**src/hdl/binomial_coefficient_defines.svh**
```systemverilog
// ----------------------------------------------------------------------------
// Binomial coefficient assertion macros
// Concurrent assertion helpers; compiled out when ASSERT_OFF is defined.
// ----------------------------------------------------------------------------
`ifndef BINOMIAL_COEFFICIENT_DEFINES_SVH
`define BINOMIAL_COEFFICIENT_DEFINES_SVH

`ifndef ASSERT_OFF
`define BC_ASSERT(lbl, clk, rstn, prop, msg) \
    lbl: assert property (@(posedge clk) disable iff (!rstn) (prop)) else $error(msg);
`define BC_ASSERT_NEVER(lbl, clk, rstn, cond, msg) \
    lbl: assert property (@(posedge clk) disable iff (!rstn) !(cond)) else $error(msg);
`else
`define BC_ASSERT(lbl, clk, rstn, prop, msg)
`define BC_ASSERT_NEVER(lbl, clk, rstn, cond, msg)
`endif

`endif

```
**src/hdl/bc_pkg.sv**
```systemverilog
// ----------------------------------------------------------------------------
// Binomial coefficient package
// Beat types, microcode word format and the microcode program.
// ----------------------------------------------------------------------------
package bc_pkg;

    typedef struct packed {
        logic signed [7:0] n_total;
        logic signed [7:0] k_chosen;
    } in_beat_t;

    typedef struct packed {
        logic [63:0] coefficient;
        logic        overflow;
    } out_beat_t;

    localparam int PC_W    = 4;
    localparam int CNT_W   = 6;
    localparam int ACC_W   = 64;
    localparam int FACT_W  = 7;

    typedef logic [PC_W-1:0] pc_t;

    localparam pc_t STEP_IDLE  = 4'd0;
    localparam pc_t STEP_CHECK = 4'd1;
    localparam pc_t STEP_TEST  = 4'd2;
    localparam pc_t STEP_MUL   = 4'd3;
    localparam pc_t STEP_OVCHK = 4'd4;
    localparam pc_t STEP_DIV   = 4'd5;
    localparam pc_t STEP_NEXT  = 4'd6;
    localparam pc_t STEP_ZERO  = 4'd7;
    localparam pc_t STEP_EMIT  = 4'd8;
    localparam pc_t STEP_RET   = 4'd9;

    typedef enum logic [2:0] {
        OP_NONE,
        OP_LOAD,
        OP_MUL,
        OP_DIV,
        OP_NEXT,
        OP_ZERO,
        OP_EMIT
    } op_t;

    typedef enum logic [2:0] {
        C_NEVER,
        C_ALWAYS,
        C_NO_IN,
        C_INVALID,
        C_DONE,
        C_OVF,
        C_DIV_MORE,
        C_OUT_BUSY
    } cond_t;

    typedef struct packed {
        op_t   op;
        cond_t cond;
        pc_t   target;
    } ucode_t;

    typedef struct packed {
        logic invalid;
        logic done;
        logic ovf;
        logic div_more;
        logic out_busy;
    } dp_status_t;

    function automatic ucode_t ucode_rom(input pc_t pc);
        ucode_t w;
        case (pc)
            STEP_IDLE:  w = '{op: OP_LOAD, cond: C_NO_IN,      target: STEP_IDLE};
            STEP_CHECK: w = '{op: OP_NONE, cond: C_INVALID,    target: STEP_ZERO};
            STEP_TEST:  w = '{op: OP_NONE, cond: C_DONE,       target: STEP_EMIT};
            STEP_MUL:   w = '{op: OP_MUL,  cond: C_NEVER,      target: STEP_IDLE};
            STEP_OVCHK: w = '{op: OP_NONE, cond: C_OVF,        target: STEP_EMIT};
            STEP_DIV:   w = '{op: OP_DIV,  cond: C_DIV_MORE,   target: STEP_DIV};
            STEP_NEXT:  w = '{op: OP_NEXT, cond: C_ALWAYS,     target: STEP_TEST};
            STEP_ZERO:  w = '{op: OP_ZERO, cond: C_NEVER,      target: STEP_IDLE};
            STEP_EMIT:  w = '{op: OP_EMIT, cond: C_OUT_BUSY,   target: STEP_EMIT};
            STEP_RET:   w = '{op: OP_NONE, cond: C_ALWAYS,     target: STEP_IDLE};
            default:    w = '{op: OP_NONE, cond: C_ALWAYS,     target: STEP_IDLE};
        endcase
        return w;
    endfunction

endpackage

```
**src/hdl/bc_sequencer.sv**
```systemverilog
// ----------------------------------------------------------------------------
// Binomial coefficient microsequencer
// Step counter, microcode lookup and conditional jump evaluation.
// ----------------------------------------------------------------------------
`include "binomial_coefficient_defines.svh"

module bc_sequencer (
    input  logic               clk,
    input  logic               rst_n,
    input  logic               src_valid,
    input  bc_pkg::dp_status_t stat,
    output bc_pkg::op_t        op,
    output logic               src_ready
);
    import bc_pkg::*;

    pc_t    pc_reg;
    pc_t    pc_next;
    ucode_t uw;
    logic   take;

    assign uw = ucode_rom(pc_reg);

    always_comb
    begin
        case (uw.cond)
            C_NEVER:    take = 1'b0;
            C_ALWAYS:   take = 1'b1;
            C_NO_IN:    take = !src_valid;
            C_INVALID:  take = stat.invalid;
            C_DONE:     take = stat.done;
            C_OVF:      take = stat.ovf;
            C_DIV_MORE: take = stat.div_more;
            C_OUT_BUSY: take = stat.out_busy;
            default:    take = 1'b1;
        endcase
        pc_next = take ? uw.target : pc_reg + pc_t'(1);
    end

    always_ff @(posedge clk or negedge rst_n)
    begin
        if (!rst_n)
            pc_reg <= STEP_IDLE;
        else
            pc_reg <= pc_next;
    end

    assign op        = uw.op;
    assign src_ready = (pc_reg == STEP_IDLE);

    `BC_ASSERT(a_accept_goes_check, clk, rst_n, src_valid && src_ready |=> pc_reg == STEP_CHECK, "accepted beat did not start program")
    `BC_ASSERT_NEVER(a_pc_range, clk, rst_n, pc_reg > STEP_RET, "step counter out of program")

endmodule

```
**src/hdl/bc_datapath.sv**
```systemverilog
// ----------------------------------------------------------------------------
// Binomial coefficient datapath
// Accumulator, 64x7 multiplier with overflow detect, restoring divider and
// output register.
// ----------------------------------------------------------------------------
`include "binomial_coefficient_defines.svh"

module bc_datapath (
    input  logic                clk,
    input  logic                rst_n,
    input  bc_pkg::op_t         op,
    input  bc_pkg::in_beat_t    src_data,
    output bc_pkg::dp_status_t  stat,
    output logic                res_valid,
    input  logic                res_ready,
    output bc_pkg::out_beat_t   res_data
);
    import bc_pkg::*;

    logic signed [7:0]          n_reg;
    logic signed [7:0]          k_reg;
    logic [7:0]                 i_reg;
    logic [ACC_W-1:0]           acc_reg;
    logic                       ovf_reg;
    logic [FACT_W-1:0]          rem_reg;
    logic [CNT_W-1:0]           cnt_reg;
    logic                       res_valid_reg;
    out_beat_t                  res_data_reg;

    logic [7:0]                 factor_full;
    logic [FACT_W-1:0]          factor;
    logic [ACC_W+FACT_W-1:0]    prod;
    logic                       prod_ovf;
    logic [FACT_W:0]            rem_shift;
    logic                       qbit;
    logic [FACT_W:0]            rem_sub;
    logic                       emit_go;

    assign factor_full = n_reg - i_reg + 8'd1;
    assign factor      = factor_full[FACT_W-1:0];
    assign prod        = acc_reg * factor;
    assign prod_ovf    = |prod[ACC_W+FACT_W-1:ACC_W];

    assign rem_shift   = {rem_reg, acc_reg[ACC_W-1]};
    assign qbit        = (rem_shift >= i_reg);
    assign rem_sub     = rem_shift - i_reg;

    assign emit_go     = (op == OP_EMIT) && (!res_valid_reg || res_ready);

    always_ff @(posedge clk)
    begin
        case (op)
            OP_LOAD:
            begin
                n_reg   <= src_data.n_total;
                k_reg   <= src_data.k_chosen;
                i_reg   <= 8'd1;
                acc_reg <= ACC_W'(1);
                ovf_reg <= 1'b0;
            end
            OP_MUL:
            begin
                if (prod_ovf)
                begin
                    acc_reg <= '1;
                    ovf_reg <= 1'b1;
                end
                else
                begin
                    acc_reg <= prod[ACC_W-1:0];
                end
                rem_reg <= '0;
                cnt_reg <= '0;
            end
            OP_DIV:
            begin
                acc_reg <= {acc_reg[ACC_W-2:0], qbit};
                rem_reg <= qbit ? rem_sub[FACT_W-1:0] : rem_shift[FACT_W-1:0];
                cnt_reg <= cnt_reg + CNT_W'(1);
            end
            OP_NEXT:
            begin
                i_reg <= i_reg + 8'd1;
            end
            OP_ZERO:
            begin
                acc_reg <= '0;
                ovf_reg <= 1'b0;
            end
            default:
            begin
            end
        endcase
    end

    always_ff @(posedge clk or negedge rst_n)
    begin
        if (!rst_n)
            res_valid_reg <= 1'b0;
        else if (emit_go)
            res_valid_reg <= 1'b1;
        else if (res_ready)
            res_valid_reg <= 1'b0;
    end

    always_ff @(posedge clk)
    begin
        if (emit_go)
        begin
            res_data_reg.coefficient <= acc_reg;
            res_data_reg.overflow    <= ovf_reg;
        end
    end

    assign stat.invalid  = (k_reg < 0) || (k_reg > n_reg);
    assign stat.done     = (i_reg > $unsigned(k_reg));
    assign stat.ovf      = ovf_reg;
    assign stat.div_more = (cnt_reg != '1);
    assign stat.out_busy = res_valid_reg && !res_ready;

    assign res_valid = res_valid_reg;
    assign res_data  = res_data_reg;

    `BC_ASSERT(a_ovf_saturates, clk, rst_n, res_valid_reg && res_data_reg.overflow |-> res_data_reg.coefficient == '1, "overflow result not saturated")
    `BC_ASSERT(a_rem_below_div, clk, rst_n, op == OP_DIV |-> 8'(rem_reg) < i_reg, "divider remainder not below divisor")
    `BC_ASSERT(a_exact_div, clk, rst_n, op == OP_NEXT |-> rem_reg == '0, "division left a remainder")

endmodule

```
**src/hdl/binomial_coefficient.sv**
```systemverilog
// ----------------------------------------------------------------------------
// Binomial coefficient
// C(n, k) by the multiplicative formula, saturating with a flag on overflow.
//
//   channel  dir  handshake              beat
//   src      in   src_valid/src_ready    n_total, k_chosen
//   res      out  res_valid/res_ready    coefficient, overflow
//
// One beat at a time. For a valid pair, each loop pass is one loop test, one
// multiply step, one overflow check, 64 single-bit steps of the restoring
// divider and one index step. An overflow ends the loop early.
// Invalid pairs skip the loop and give a zero coefficient.
// The result register frees the sequencer, so the next src beat is taken
// while a result waits on res_ready. Reset is asynchronous and needs no sweep.
// ----------------------------------------------------------------------------
module binomial_coefficient (
    input  logic              clk,
    input  logic              rst_n,
    input  logic              src_valid,
    output logic              src_ready,
    input  bc_pkg::in_beat_t  src_data,
    output logic              res_valid,
    input  logic              res_ready,
    output bc_pkg::out_beat_t res_data
);
    import bc_pkg::*;

    op_t        op;
    dp_status_t stat;

    bc_sequencer u_seq (
        .clk       (clk),
        .rst_n     (rst_n),
        .src_valid (src_valid),
        .stat      (stat),
        .op        (op),
        .src_ready (src_ready)
    );

    bc_datapath u_dp (
        .clk       (clk),
        .rst_n     (rst_n),
        .op        (op),
        .src_data  (src_data),
        .stat      (stat),
        .res_valid (res_valid),
        .res_ready (res_ready),
        .res_data  (res_data)
    );

endmodule
```
**config.mk**
```make
export PLATFORM = sky130hd
export DESIGN_NAME = binomial_coefficient
export DESIGN_NICKNAME = d
export VERILOG_FILES = /design/src/hdl/bc_pkg.sv /design/src/hdl/bc_sequencer.sv /design/src/hdl/bc_datapath.sv /design/src/hdl/binomial_coefficient.sv
export VERILOG_INCLUDE_DIRS = /design/src /design/src/hdl
export SDC_FILE = /design/constraint.sdc
export NUM_CORES = 1
export LEC_CHECK = 0
export BUFFER_PORTS_ARGS = -buffer_cell sky130_fd_sc_hd__buf_4
export CAP_MARGIN = 5
export CORE_UTILIZATION = 30
export CTS_CLUSTER_DIAMETER = 100
export DETAILED_ROUTE_END_ITERATION = 10
export GPL_TIMING_DRIVEN = 1
export SETUP_SLACK_MARGIN = 0.2
export SYNTH_ARGS = -nofsm -noshare
export SYNTH_HDL_FRONTEND = slang
export SYNTH_SLANG_ARGS = --single-unit
export TNS_END_PERCENT = 1
```
**constraint.sdc**
```tcl
create_clock -name clk -period 21.7 [get_ports clk]
set_input_delay 1.085 -clock clk [delete_from_list [all_inputs] [get_ports clk]]
set_output_delay 1.085 -clock clk [all_outputs]
set_load 0.01 [all_outputs]
```
==> reports/qor.csv, run 1 <==
stage,metric,value,unit
clock_network,clockBufferDepth,2,
detailed_routing,num_vias,17600,
global_route,grt_pass1_wl,98970,um
logic_synthesis,synthDominantCellAreaShare,0.2706,
detailed_routing,wl_per_cell,16.05,um
timing,hold_violations,0,
setup_path,cp.arrival,9.24,ns
timing,final.min_clock_period,9.037,ns
timing,slew_viol_final,0,
detailed_routing,wl,58490,um
placement,dp_hpwl,42970,um
logic_synthesis,synth_edf_count,167,
logic_synthesis,postSynthCellCount,2583,
min_path,hp-class,in2async,
floorplanning,row_count,101,
logic_synthesis,netlist_area,23000,um2
finish,area_growth_syn_to_layout,9.899,%
floorplanning,die_h,278.9,um
detailed_routing,vias_per_cell,4.828,
logic_synthesis,avgSynthCellArea,8.906,um2
clock_network,cts_sinks,172,
global_route,grt_overflow,0,
global_route,antenna_found_initial,0,
logic_synthesis,synthArstFlopShare,0.02907,
clock_network,htreeDepth,4,
setup_path,cpPeakStageDelay,0.86,ns
finish,fin_util,0.3329,
timing,max_freq,110.7,MHz
global_route,track_usage,0.1580,
clock_network,ctsRootBufferMaster,clkbuf_16,
timing,worstMarginPinSlew,1.085,ns
floorplanning,io_pins,87,
finish,num-fill-cells,7885,
setup_path,start_kind,register,
setup_path,crit_path_end_kind,register,
finish,post_route_cells_drive_above_1_share,0.06350,
floorplanning,core_area,75950,um2
placement,gp_congestion,0.8815,
finish,n_antenna_cell,0,
setup_path,critPathKind,reg2reg,
detailed_routing,ant_nets,0,
timing,fin_setup_tns,0,ns
timing,post-route-period-util,0.4164,
logic_synthesis,ys_top_cells_by_area,"fa_1, edfxtp_1, inv_1",
floorplanning,die_area,77790,um2
setup_path,cp_common_cell,inv_1,
finish,fin_nets,3062,
timing,rsz0062_at_grt,false,
setup_path,slowest_stage,nor3_4,
clock_network,postCtsHoldBufs,0,
logic_synthesis,yosysTopAreaCell,fa_1,
detailed_routing,drtPass1Iterations,5,
detailed_routing,drt_iter0_markers,949,
floorplanning,fp.dieW,278.9,um
timing,finClkSkew,0.01767,ns
run,max-cap-violations,0,
placement,io_buffer_count,86,
logic_synthesis,yosysWarnings,0,
logic_synthesis,ys.flop_type,edfxtp_1,
setup_path,worst_ep_required_time,21.91,ns
global_route,grt_start_max_net_pins,109,
logic_synthesis,ys_ff_latch,172,
finish,largest_register_ff_count,65,
clock_network,cts_tree,done,
detailed_routing,drc,0,
logic_synthesis,syn_nets,3044,
setup_path,crit_path_max_fanout,64,
logic_synthesis,yosysSeqAreaShare,0.2234,
global_route,grt_pass1_vias,18350,
logic_synthesis,yosysUniqueCellTypes,64,
clock_network,cts.repair.resized,0,
clock_network,worstSkewPairLatency,0.51,ns
floorplanning,start_util,0.3029,
clock_network,cts_setup_buffers,0,
clock_network,cts_buffers,17,
clock_network,clkTransAtPathRegs,0.07,ns
timing,maxSlewHeadroom,0.2767,
outcome,status,completed,
timing,setup_viol,0,
## synthesized netlist by cell type (all sizes together), types with 3 or more instances
library cell	number
or2	8
o21ai	132
dfrtp	5
o221ai	4
and2	224
or4	4
a211oi	8
nor2	86
buf	19
and4	5
nor2b	18
a31o	3
fa	311
inv	554
a21o	28
or3	10
clkbuf	84
and3	13
a211o	4
o211ai	10
xnor2	44
a31oi	61
nand3	36
mux2i	9
a21oi	115
xor2	35
ha	130
o21bai	7
nand2	264
a221oi	7
a21boi	9
nand4	29
nor4	5
o21a	12
nor3	19
o32ai	4
nand2b	72
o31a	3
o31ai	5
edfxtp	167
## critical path, delay by kind of cell, from the launching register on
kind	cells	cell delay [ns]
xor gates and xnor gates	1	0.10
and+or+nand+nor	4	1.68
DFF	1	0.43
buffers and inverters	7	1.14
AOI/OAI and AO/OA	11	2.39
adders and majority gates	7	2.88
## through the flow
step / worst slack, ns / hold WS (ns) / instances / cell area, um2
after floorplan: 14.50 / 0.4262 / 2583 / 23000
after global placement: 12.78 / 0.4974 / 3611 / 24660
after detailed placement: 12.78 / 0.5061 / 3612 / 24680
after CTS: 12.76 / 0.3381 / 3644 / 25280
after global routing: 12.18 / 0.3567 / 3644 / 25280
final: 12.66 / 0.3711 / 3644 / 25280
## layout make-up
| class | instances | area (um2) | share of cell area |
|---|---|---|---|
| sequential | 172 | 5140 | 0.2033 |
| tap | 1030 | 1289 | 0.05098 |
| clock buffer | 17 | 425.4 | 0.01683 |
| multi-input combinational | 1754 | 15400 | 0.6092 |
| clock inverter | 15 | 172.7 | 0.006830 |
| timing repair buffer | 102 | 773.2 | 0.03059 |
| inverter | 554 | 2079 | 0.08225 |
## final timing paths
check                                                  from                    endpoint  slack, ns  depth (start not counted)
worst max register to register  u_dp.i_reg[2]$_SDFFCE_PP0P_  u_dp.acc_reg[44]$_DFFE_PP_      12.66                         30
min in group clk                 u_dp.res_valid$_DFFE_PN0P_  u_dp.res_valid$_DFFE_PN0P_       0.54                          2
max in group asynchronous                             rst_n  u_dp.res_valid$_DFFE_PN0P_      21.22                          1
worst max-delay path            u_dp.i_reg[2]$_SDFFCE_PP0P_  u_dp.acc_reg[44]$_DFFE_PP_      12.66                         30
worst min register to register   u_dp.res_valid$_DFFE_PN0P_  u_dp.res_valid$_DFFE_PN0P_       0.54                          2
worst min-delay path                                  rst_n   u_seq.pc_reg[2]$_DFF_PN0_       0.37                          1
## kinds of logic (layout without fill, tap and decap cells)
family | Yosys count | in the layout | synth area share
AOI/OAI and AO/OA | 427 | 427 | 0.1131
xor gates and xnor gates | 79 | 79 | 0.03008
adders and majority gates | 441 | 441 | 0.3413
buffers and inverters | 657 | 688 | 0.1099
DFF | 172 | 172 | 0.2234
muxes | 11 | 11 | 0.004895
and+or+nand+nor | 796 | 796 | 0.1773
## per-layer routing
metal / wire, um / vias to the layer above / part of all wire / global-route usage
li1: - / 8255 / - / -
met1: 26850 / 8910 / 0.46 / 0.2086
met2: 27980 / 360 / 0.48 / 0.2675
met3: 2621 / 70 / 0.045 / 0.02443
met4: 1050 / 0 / 0.018 / 0.04311
met5: 0 / - / 0 / 0
## placed cells by master (no fill, tap or decap), types with 12 or more instances in the layout
master / Yosys / routed
buf_4: 0 / 101
clkbuf_16: 0 / 17
xnor2_1: 44 / 40
ha_1: 130 / 128
nor3_1: 17 / 17
nand3_1: 36 / 36
a21oi_1: 115 / 114
o21ai_0: 126 / 126
nand4_1: 29 / 29
nor2_1: 86 / 86
a21o_1: 28 / 28
fa_1: 311 / 310
a31oi_1: 61 / 61
nor2b_1: 18 / 17
edfxtp_1: 167 / 167
nand2b_1: 72 / 72
and2_1: 224 / 224
inv_1: 554 / 553
o21a_1: 12 / 12
xor2_1: 35 / 35
and3_1: 13 / 13
nand2_1: 264 / 263
Power of run 1 is not shown: default switching activity piles up to over one toggle a cycle in this logic, so the estimate is an artifact.
==> run 2, diff against run 1 <==
Clock period 21.7 ns to 9 ns, I/O delays scaled along.
==> run 2 against run 1 <==
Against the previous run:
- routed wire length rose by 0.76%
- first-iteration DRC count up 9.8%
- clock skew is 0.0015 ns lower
- fmax grew 8.3%
==> reports/qor.csv, run 2 (synthesis results as in run 1) <==
stage,metric,value,unit
detailed_routing,drc,0,
detailed_routing,wl_per_cell,16.14,um
clock_network,ctsRootBufferMaster,clkbuf_16,
setup_path,reg2reg_from,u_dp.i_reg[1]$_SDFFCE_PP0P_,
global_route,grt_pass1_vias,18430,
setup_path,worst_ep_required_time,9.20,ns
clock_network,clockBufferDepth,2,
detailed_routing,drtPass1Iterations,5,
clock_network,worstSkewPairLatency,0.50,ns
detailed_routing,num_vias,17550,
setup_path,cp_common_cell,inv_1,
clock_network,cts_tree,done,
detailed_routing,drt_iter0_markers,1042,
finish,fin_cells,3651,
outcome,status,completed,
floorplanning,start_util,0.3029,
timing,maxSlewHeadroom,0.2053,
global_route,track_usage,0.1591,
clock_network,cts_sinks,172,
timing,setup_viol,0,
clock_network,cts_buffers,17,
timing,max_freq,119.9,MHz
floorplanning,row_count,101,
clock_network,cts_setup_buffers,0,
timing,slew_viol_final,0,
global_route,grt_overflow,0,
placement,dp_hpwl,43540,um
floorplanning,die_area,77790,um2
setup_path,cpPeakStageDelay,0.52,ns
setup_path,start_kind,register,
timing,whs,0.1221,ns
global_route,grt_pass1_wl,99110,um
floorplanning,core_area,75950,um2
setup_path,critPathKind,reg2reg,
placement,io_buffer_count,86,
clock_network,clkTransAtPathRegs,0.08,ns
setup_path,crit_path_max_fanout,28,
detailed_routing,vias_per_cell,4.806,
timing,rsz0062_at_grt,false,
timing,post-route-period-util,0.9267,
floorplanning,io_pins,87,
floorplanning,die_h,278.9,um
finish,post_route_cells_drive_above_1_share,0.06601,
placement,gp_congestion,0.8724,
global_route,grt_start_max_net_pins,109,
finish,fin_util,0.3347,
finish,most-common-layout-cells,"inv_1, fa_1, nand2_1",
floorplanning,fp.dieW,278.9,um
timing,finClkSkew,0.01615,ns
setup_path,startpoint,u_dp.i_reg[1]$_SDFFCE_PP0P_,
setup_path,crit_path_end_kind,register,
finish,num-fill-cells,7853,
finish,final_common_cell,inv_1,
timing,final.min_clock_period,8.341,ns
detailed_routing,ant_nets,0,
run,max-cap-violations,0,
finish,area_growth_syn_to_layout,10.49,%
finish,fin_nets,3069,
finish,largest_register_ff_count,65,
timing,worstMarginPinSlew,1.192,ns
global_route,antenna_found_initial,2,
setup_path,slowest_stage,edfxtp_1,
min_path,min_from,src_data[6],
detailed_routing,wl,58940,um
clock_network,htreeDepth,4,
setup_path,cp.arrival,8.54,ns
timing,fin_setup_tns,0,ns
placement,dp_cells,3618,
finish,n_antenna_cell,0,
timing,hold_violations,0,
min_path,hp-class,in2reg,
run 2: cell types whose count changed in the layout (fill, tap and decap cells not counted), moves of 2 or more:
cell | previous run | this run
clkinv_2 | 0 | 2
clkinvlp_4 | 0 | 2
bufinv_16 | 1 | 4
clkinv_8 | 2 | 0
buf_12 | 0 | 3
inv_6 | 7 | 5
clkinv_4 | 3 | 1
buf_4 | 101 | 104
run 2: metrics by stage:
stage,worst slack [ns],instance area (um2)
after floorplan,1.799,23000
after global placement,0.5927,24750
after detailed placement,0.5106,24750
after CTS,0.4365,25400
after global routing,0.2323,25420
final,0.6593,25420
run 2: timing repair:
item,4_1_cts,5_1_grt
setup endpoints to repair,0,47
resized for setup,0,3
hold buffers,1,0
hold endpoints to repair,5,0
run 2: layout make-up:
class                      instances  area, um2  share of cell area
sequential                       172       5140              0.2022
tap                             1030       1289             0.05070
clock buffer                      17      425.4             0.01674
inverter                         554       2079             0.08182
clock inverter                    15      209.0            0.008221
multi-input combinational       1754      15410              0.6064
timing repair buffer             109      862.1             0.03392
run 2: worst max-delay path, delay by kind of cell, from the launching register on:
| kind | cells | cell delay [ns] |
|---|---|---|
| AO/OA/AOI/OAI | 9 | 2.13 |
| XOR/XNOR | 1 | 0.22 |
| adder cells (fa/ha/maj) | 8 | 3.01 |
| buffers and inverters | 9 | 0.94 |
| flip-flops | 1 | 0.52 |
| AND/OR/NAND/NOR | 4 | 1.21 |
run 2: final timing paths:
kind / slack [ns] / end / cells past startpoint
setup / recovery: 0.66 / u_dp.acc_reg[37]$_DFFE_PP_ / 31
hold / removal: 0.12 / u_dp.k_reg[6]$_DFFE_PN_ / 1
setup reg to reg: 0.66 / u_dp.acc_reg[37]$_DFFE_PP_ / 31
hold reg to reg: 0.53 / u_dp.res_data[0]$_DFFE_PP_ / 0
max in group asynchronous: 8.60 / u_seq.pc_reg[0]$_DFF_PN0_ / 2
min in group asynchronous: 0.29 / u_dp.res_valid$_DFFE_PN0P_ / 2
run 2: layer usage:
layer  GRT usage  share of wire  up-vias
met2      0.2636           0.48      390
met3     0.02711          0.050       56
met1      0.2155           0.46     8854
met5           0              0        -
met4     0.03776          0.015        0
li1            -              -     8248
Power of run 2 is left out for the same reason.
